[src/mpv_pkg.sv]
// ----------------------------------------------------------------------------
// mpv_pkg
// shared types and constants for the mesh pressure-volume force core
// ----------------------------------------------------------------------------
package mpv_pkg;

    localparam int VERTS = 1024;
    localparam int AW    = $clog2(VERTS);

    localparam int DIV_W     = 80;
    localparam int DIV_DIGIT = 8;
    localparam int DIV_STEPS = DIV_W / DIV_DIGIT;

    typedef logic [AW-1:0] addr_t;

    typedef enum logic [1:0] {
        FN_START = 2'd0,
        FN_LOAD  = 2'd1,
        FN_TRI   = 2'd2,
        FN_READ  = 2'd3
    } func_t;

    typedef enum logic [4:0] {
        S_IDLE,
        S_TRI_RB,
        S_TRI_RC,
        S_TRI_CAP,
        S_TRI_MUL,
        S_TRI_DOT,
        S_TRI_VOL,
        S_G_RD,
        S_G_WR,
        S_RD_CAP,
        S_F_MUL,
        S_F_DIV,
        S_F_WAIT,
        S_W_DIFF,
        S_W_MLO,
        S_W_MHI,
        S_W_DIV,
        S_W_WAIT,
        S_OUT
    } state_t;

    typedef struct packed {
        logic signed [15:0] cx;
        logic signed [15:0] cy;
        logic signed [15:0] cz;
        logic signed [15:0] ox;
        logic signed [15:0] oy;
        logic signed [15:0] oz;
    } pos_t;

    typedef struct packed {
        logic signed [39:0] gx;
        logic signed [39:0] gy;
        logic signed [39:0] gz;
    } grad_t;

    typedef struct packed {
        logic start;
    } div_ctrl_t;

    typedef struct packed {
        logic busy;
        logic done;
    } div_status_t;

endpackage

[src/mpv_div6.sv]
// ----------------------------------------------------------------------------
// mpv_div6
// iterative unsigned divide by six, one byte of quotient per cycle
// ----------------------------------------------------------------------------
module mpv_div6 import mpv_pkg::*; (
    input  logic             clk,
    input  logic             rst_n,
    input  div_ctrl_t        ctrl,
    input  logic [DIV_W-1:0] dividend,
    output div_status_t      status,
    output logic [DIV_W-1:0] quotient
);

    localparam int CW = $clog2(DIV_STEPS);

    logic [DIV_W-1:0] sh_reg;
    logic [1:0]       rem_reg;
    logic [CW-1:0]    cnt_reg;
    logic             busy_reg;
    logic             done_reg;

    logic [DIV_DIGIT-1:0] qbits;
    logic [1:0]           rem_next;

    // divide by two is the shift at start, then a radix-2 pass by three
    always_comb
    begin
        logic [2:0] r;
        r = {1'b0, rem_reg};
        qbits = '0;
        for (int i = 0; i < DIV_DIGIT; i++)
        begin
            r = {r[1:0], sh_reg[DIV_W-1-i]};
            if (r >= 3'd3)
            begin
                qbits[DIV_DIGIT-1-i] = 1'b1;
                r = r - 3'd3;
            end
        end
        rem_next = r[1:0];
    end

    always_ff @(posedge clk or negedge rst_n)
    begin
        if (!rst_n)
        begin
            busy_reg <= 1'b0;
            done_reg <= 1'b0;
            cnt_reg  <= '0;
        end
        else
        begin
            done_reg <= 1'b0;
            if (ctrl.start)
            begin
                busy_reg <= 1'b1;
                cnt_reg  <= '0;
            end
            else if (busy_reg)
            begin
                if (cnt_reg == CW'(DIV_STEPS - 1))
                begin
                    busy_reg <= 1'b0;
                    done_reg <= 1'b1;
                end
                cnt_reg <= cnt_reg + 1'b1;
            end
        end
    end

    always_ff @(posedge clk)
    begin
        if (ctrl.start)
        begin
            sh_reg  <= dividend >> 1;
            rem_reg <= '0;
        end
        else if (busy_reg)
        begin
            sh_reg  <= {sh_reg[DIV_W-DIV_DIGIT-1:0], qbits};
            rem_reg <= rem_next;
        end
    end

    assign status.busy = busy_reg;
    assign status.done = done_reg;
    assign quotient    = sh_reg;

endmodule

[config.mk]
export PLATFORM = sky130hd
export DESIGN_NAME = mpv_div6
export DESIGN_NICKNAME = d
export VERILOG_FILES = /design/src/mpv_pkg.sv /design/src/mpv_div6.sv
export SDC_FILE = /design/constraint.sdc
export NUM_CORES = 1
export LEC_CHECK = 0
export ABC_AREA = 1
export BUFFER_PORTS_ARGS = -buffer_cell sky130_fd_sc_hd__buf_2
export CORE_MARGIN = 1.5
export CORE_UTILIZATION = 53
export CTS_CLUSTER_DIAMETER = 80
export DETAILED_ROUTE_END_ITERATION = 12
export GPL_TIMING_DRIVEN = 1
export PLACE_DENSITY = 0.85
export SLEW_MARGIN = 20
export SYNTH_ARGS = -nofsm -noshare
export SYNTH_HDL_FRONTEND = slang
export SYNTH_SLANG_ARGS = --single-unit
[constraint.sdc]
create_clock -name clk -period 9.1 [get_ports clk]
set_input_delay 0.455 -clock clk [delete_from_list [all_inputs] [get_ports clk]]
set_output_delay 0.455 -clock clk [all_outputs]
set_load 0.01 [all_outputs]
* After elaboration in Yosys (flattened, before gate mapping)
Cells that the tools add are included.
** Storage, ports and cells
- Memory bits (read-only) :: 0
- Word-level logic and storage cells :: 51
- Output and inout port bits :: 82
- Memories kept :: 0
- Bits in registers :: 88
- RAM bits :: 0
- Latch bits :: 0
** Operators by class
- Muxes and demuxes :: 26
- Bitwise logic cells :: 0
- Multiply operators :: 0
- Shifts and indexed selects :: 0
- Eq/ne operators :: 1
- Reduce and logical (&&, ||, !) cells :: 1
- Order comparisons :: 8
- Add/subtract/negate cells :: 9
- Div/mod/pow operators :: 0
** Operators with widths (number)
- 2-to-1 mux 79 bit :: 2
- greater-or-equal comparator 3 x 2 -> 1 bit (second input constant) :: 8
- 2-to-1 mux 2 bit :: 8
- subtractor 2 bit (second input constant) :: 8
- 2-to-1 mux 1 bit :: 14
- 2-to-1 mux 4 bit :: 2
- adder 4 x 1 -> 4 bit (second input constant) :: 1
- == test 4 bit (second input constant) :: 1
- nonzero test 2 bit :: 1

* Logic depth before layout (Yosys ltp)
- Depth after elaboration :: 18
- Depth in mapped cells :: 46

* Worst setup path before layout
Ideal clock, no wire load.
- Path kind :: flip-flop to flip-flop
- From :: reg sh_reg[79], in the netlist quotient[79]
- To :: reg sh_reg[0], in the netlist quotient[0], data pin
- Clock period less this slack :: 4522 ps
- Data required time :: 8832 ps
- Path slack :: 4578 ps
- Library setup time :: 268 ps
- Data arrival time :: 4253 ps
- Stages on the path, launching flop included :: 40
- Cell sequence :: dfxtp_1 -> ha_1 -> nor2_4 -> nand3_2 -> nand2_2 -> ha_1 -> inv_1 -> nand2_2 -> o21ai_0 -> nand2_2 -> ha_1 -> inv_1 -> nand2_2 -> nor2_4 -> nand2_1 -> nand2_1 -> nand2_2 -> inv_1 -> (+4 left out) -> ha_1 -> inv_1 -> nand3_2 -> nand2_2 -> inv_1 -> ha_1 -> inv_1 -> nand2_1 -> nand2_1 -> nand2_1 -> ha_1 -> inv_1 -> nand2_2 -> nand2_1 -> nand2_1 -> ha_1 -> a21oi_2 -> a31oi_1
** On the way
- Word-level cells in the longest chain between the ends :: 18
** RTL lines
- start: declaration :: line mpv_div6.sv:16 : logic [DIV_W-1:0] sh_reg;
- start signal: assignment :: line mpv_div6.sv:75 : sh_reg <= dividend >> 1;
- start signal: assignment :: line mpv_div6.sv:80 : sh_reg <= {sh_reg[DIV_W-DIV_DIGIT-1:0], qbits};
- greater-or-equal comparator 3 x 2 -> 1 bit / subtractor 2 bit (equally long branches) :: line mpv_div6.sv:34, mpv_div6.sv:37
- 2-to-1 mux 2 bit * :: line mpv_div6.sv:34 : if (r >= 3'd3)
- greater-or-equal comparator 3 x 2 -> 1 bit / subtractor 2 bit (equally long branches) :: line mpv_div6.sv:34, mpv_div6.sv:37
- 2-to-1 mux 2 bit * :: line mpv_div6.sv:34
- greater-or-equal comparator 3 x 2 -> 1 bit / subtractor 2 bit (equally long branches) :: line mpv_div6.sv:34, mpv_div6.sv:37
- 2-to-1 mux 2 bit * :: line mpv_div6.sv:34
- greater-or-equal comparator 3 x 2 -> 1 bit / subtractor 2 bit (equally long branches) :: line mpv_div6.sv:34, mpv_div6.sv:37
- 2-to-1 mux 2 bit * :: line mpv_div6.sv:34
- (+2 left out)
- greater-or-equal comparator 3 x 2 -> 1 bit / subtractor 2 bit (equally long branches) :: line mpv_div6.sv:34, mpv_div6.sv:37
- 2-to-1 mux 2 bit * :: line mpv_div6.sv:34
- greater-or-equal comparator 3 x 2 -> 1 bit / subtractor 2 bit (equally long branches) :: line mpv_div6.sv:34, mpv_div6.sv:37
- 2-to-1 mux 2 bit * :: line mpv_div6.sv:34
- greater-or-equal comparator 3 x 2 -> 1 bit * :: line mpv_div6.sv:34
- 2-to-1 mux 1 bit * :: line mpv_div6.sv:34
- 2-to-1 mux 79 bit * :: line mpv_div6.sv:78 : else if (busy_reg)
- 2-to-1 mux 79 bit * :: line mpv_div6.sv:73 : if (ctrl.start)
Every way passes the cells marked *; elsewhere a longest branch is shown, timed or not. The select of a mux whose other input is x is not followed.
A chain may end at the register's enable or synchronous reset.

* Worst setup path in the final report
- From :: reg rem_reg[0]
- To :: reg rem_reg[1]
** On the way
- Word-level cells in the longest chain between the ends :: 16
** RTL lines
- start: declaration :: line mpv_div6.sv:17 : logic [1:0] rem_reg;
- start signal: assignment :: line mpv_div6.sv:81 : rem_reg <= rem_next;
- greater-or-equal comparator 3 x 2 -> 1 bit / subtractor 2 bit (equally long branches) :: line mpv_div6.sv:34, mpv_div6.sv:37
- 2-to-1 mux 2 bit * :: line mpv_div6.sv:34
- greater-or-equal comparator 3 x 2 -> 1 bit / subtractor 2 bit (equally long branches) :: line mpv_div6.sv:34, mpv_div6.sv:37
- 2-to-1 mux 2 bit * :: line mpv_div6.sv:34
- greater-or-equal comparator 3 x 2 -> 1 bit / subtractor 2 bit (equally long branches) :: line mpv_div6.sv:34, mpv_div6.sv:37
- 2-to-1 mux 2 bit * :: line mpv_div6.sv:34
- greater-or-equal comparator 3 x 2 -> 1 bit / subtractor 2 bit (equally long branches) :: line mpv_div6.sv:34, mpv_div6.sv:37
- 2-to-1 mux 2 bit * :: line mpv_div6.sv:34
- greater-or-equal comparator 3 x 2 -> 1 bit / subtractor 2 bit (equally long branches) :: line mpv_div6.sv:34, mpv_div6.sv:37
- 2-to-1 mux 2 bit * :: line mpv_div6.sv:34
- greater-or-equal comparator 3 x 2 -> 1 bit / subtractor 2 bit (equally long branches) :: line mpv_div6.sv:34, mpv_div6.sv:37
- 2-to-1 mux 2 bit * :: line mpv_div6.sv:34
- greater-or-equal comparator 3 x 2 -> 1 bit / subtractor 2 bit (equally long branches) :: line mpv_div6.sv:34, mpv_div6.sv:37
- 2-to-1 mux 2 bit * :: line mpv_div6.sv:34
- greater-or-equal comparator 3 x 2 -> 1 bit / subtractor 2 bit (equally long branches) :: line mpv_div6.sv:34, mpv_div6.sv:37
- 2-to-1 mux 2 bit * :: line mpv_div6.sv:34
Every way passes the cells marked *; elsewhere a longest branch is shown, timed or not.

==> metrics.txt <==
Synth-to-Final Area Change=25.27%; Leak Pwr=2.911 nW; actual slew at the worst max-slew pin=0.7887 ns; CTS buffer count=9; Antenna Cells=0; Synthesized Nets=578; Final setup viols=0; routability cong.=0.8554; worst vdd ir=0.1301 mV; crit end category=register; Max Freq=between 150 and 200 MHz; setup repair bufs after CTS=0; Die X-Extent=93.77 µm; Max Buffers Root-to-Sink=2; CP Max Fanout=6; max reg flops=80; ratio of cells with drive above 1 in the final layout=0.3364; Critical Path Slowest Stage Cell=dfxtp_1; RSZ-0062 raised after global routing=false; TNS Setup=0 ns; row cnt=32; Max Clock Skew=0.009077 ns; antenna violations before repair=0; Crit Path Class=reg -> reg; WP data required=around 9.4 ns; I/O Pins=between 150 and 200; outcome=complete, no violations; Max-cap violations=0; fin nets=around 740; clk sinks=around 90; top-area cell type share of the netlist area=0.5433; port bufs=163; Slowest Stage Delay on Critical Path=0.42 ns; post-synthesis register bit count=between 80 and 90; vias in the first global route=3659; Die Area=roughly 0.0088 mm²; Root Driver=clkbuf_8; Synth Instances=485; Iter 0 DRT Violations=166; yosys warns=0; most frequent cells in the layout=nand2_1 (257), buf_2 (163), edfxtp_1 (79), inv_1 (31), nand2_2 (18); Mapped Avg Cell Area=9.003 µm²; first-pass GRT wire length=between 15000 and 20000 µm; area leader, netlist=edfxtp_1; GRT Overall Usage=0.2530; Clock Latency Late Sink=0.36 ns; hold_ws=between 0.3 and 0.4 ns; initial core utilization=0.5564; Via density=5.029; length of the first detailed-routing pass in iterations=4; total grt overflow=0; largest net degree at the start of global routing=between 80 and 90; Die Height=93.77 µm; Slew HR=0.4742; Tmin final=5.148 ns; Remaining DRCs=0; filler cell count=662; final instance count without filler cells=between 700 and 800; WL per Instance=14.25 µm; Synth cell types=27; Seq/Total Area, Yosys=0.5914; H-tree depth=3; HP Class=in -> reg; Worst setup SP type=register; commonest non-fill, non-tap cell in the layout=nand2_1; CP Data Arrival Time=5.41 ns; routed vias=3772; Mapped Area=0.004367 mm²; core outline area=0.007848 mm²; fin util=0.6971; Power Dens Cells=246.7 mW/mm²; HPWL Detailed=7734 µm; Routed Antenna Nets=0; top post-synthesis cells by area=edfxtp_1 (54%), nand2_1 (22%), dfrtp_1 (3.4%); TritonCTS clock tree=yes; placed cells=733; post-route clock period utilization=0.5657; Slew Viols, Final=0; CTS clock-pin slew for the worst setup and hold paths=around 0.10 ns; Final Hold Viols=0; Detailed Route WL=10680 µm
## area by class of cell
type / count / area, µm² / area share
multi-input combinational: 343 / 1574 / 0.2877
clock buffer: 9 / 123.9 / 0.02264
sequential: 88 / 2582 / 0.4721
inverter: 34 / 128.9 / 0.02356
tap: 102 / 127.6 / 0.02333
timing repair buffer: 167 / 848.3 / 0.1551
clock inverter: 7 / 85.08 / 0.01555
## metrics by stage
step	setup WS (ns)	power (W)	instance area (µm²)
2_1_floorplan	4.578	0.0009098	4367
4_1_cts	4.001	0.001355	5470
6_report	3.952	0.001350	5470
3_5_place_dp	4.056	0.001059	5251
5_1_grt	3.440	0.001441	5470
3_3_place_gp	4.404	0.001031	5251
## power by group
part | internal [W] | switching [W] | total [W]
Combinational | 0.000184 | 0.000326 | 0.000510
Clock | 0.000133 | 0.000153 | 0.000286
Sequential | 0.000511 | 0.0000428 | 0.000554
Total | 0.000828 | 0.000522 | 0.00135
## synth_stat cells
| cell type | number |
|---|---|
| nand2_1 | 257 |
| a31oi_1 | 5 |
| o21ai_2 | 1 |
| buf_1 | 2 |
| nand2_4 | 1 |
| o21ai_1 | 1 |
| nand4_1 | 7 |
| dfrtp_1 | 6 |
| o22ai_1 | 1 |
| nor4_1 | 1 |
| inv_1 | 33 |
| a21oi_2 | 2 |
| edfxtp_1 | 79 |
| nand3_2 | 7 |
| nand2_2 | 18 |
| ha_1 | 10 |
| nor2_4 | 3 |
| o21ai_0 | 5 |
| clkbuf_1 | 16 |
| inv_2 | 1 |
| nor2_1 | 11 |
| nor3_1 | 1 |
| buf_4 | 2 |
| a21oi_1 | 3 |
| nand3_1 | 8 |
| o21bai_2 | 1 |
| dfxtp_1 | 3 |
## metal layers
metal	up-vias	track usage	wire length, µm
li1	1880	-	-
met1	1733	0.3112	4278
met2	141	0.4342	5380
met3	18	0.06068	810
met4	0	0.09080	214
met5	-	0	0
## worst max-delay path, delay by kind of cell, from the launching register on
kind | cells | cell delay, ns
flops | 1 | 0.42
buf+inv | 9 | 0.81
simple gates | 22 | 2.05
compound gates | 2 | 0.27
fa+ha+maj | 8 | 1.52
## timing repair
action	CTS	global route
hold buffers	1	0
hold endpoints to repair	6	0
resized for setup	0	0
## final timing paths
check	start	to	slack, ns	cells past startpoint
worst max-delay path	rem_reg[0]	rem_reg[1]	3.95	41
worst min-delay path	dividend[32]	quotient[31]	0.36	3
worst max register to register	rem_reg[0]	rem_reg[1]	3.95	41
worst min register to register	quotient[71]	quotient[79]	0.53	2
max in group asynchronous	rst_n	cnt_reg[0]	8.51	2
min in group asynchronous	rst_n	busy_reg	0.45	2
## cell families (layout without fill, tap and decap cells)
family                     after synthesis  in the layout  share of synthesized area
adders and majority gates               10             10                    0.02865
buffers and inverters                   54            217                    0.04814
DFF                                     88             88                     0.5914
AOI/OAI and AO/OA                       19             19                    0.02751
and+or+nand+nor                        314            314                     0.3043
Note: power is estimated with default switching activity, not from simulation.
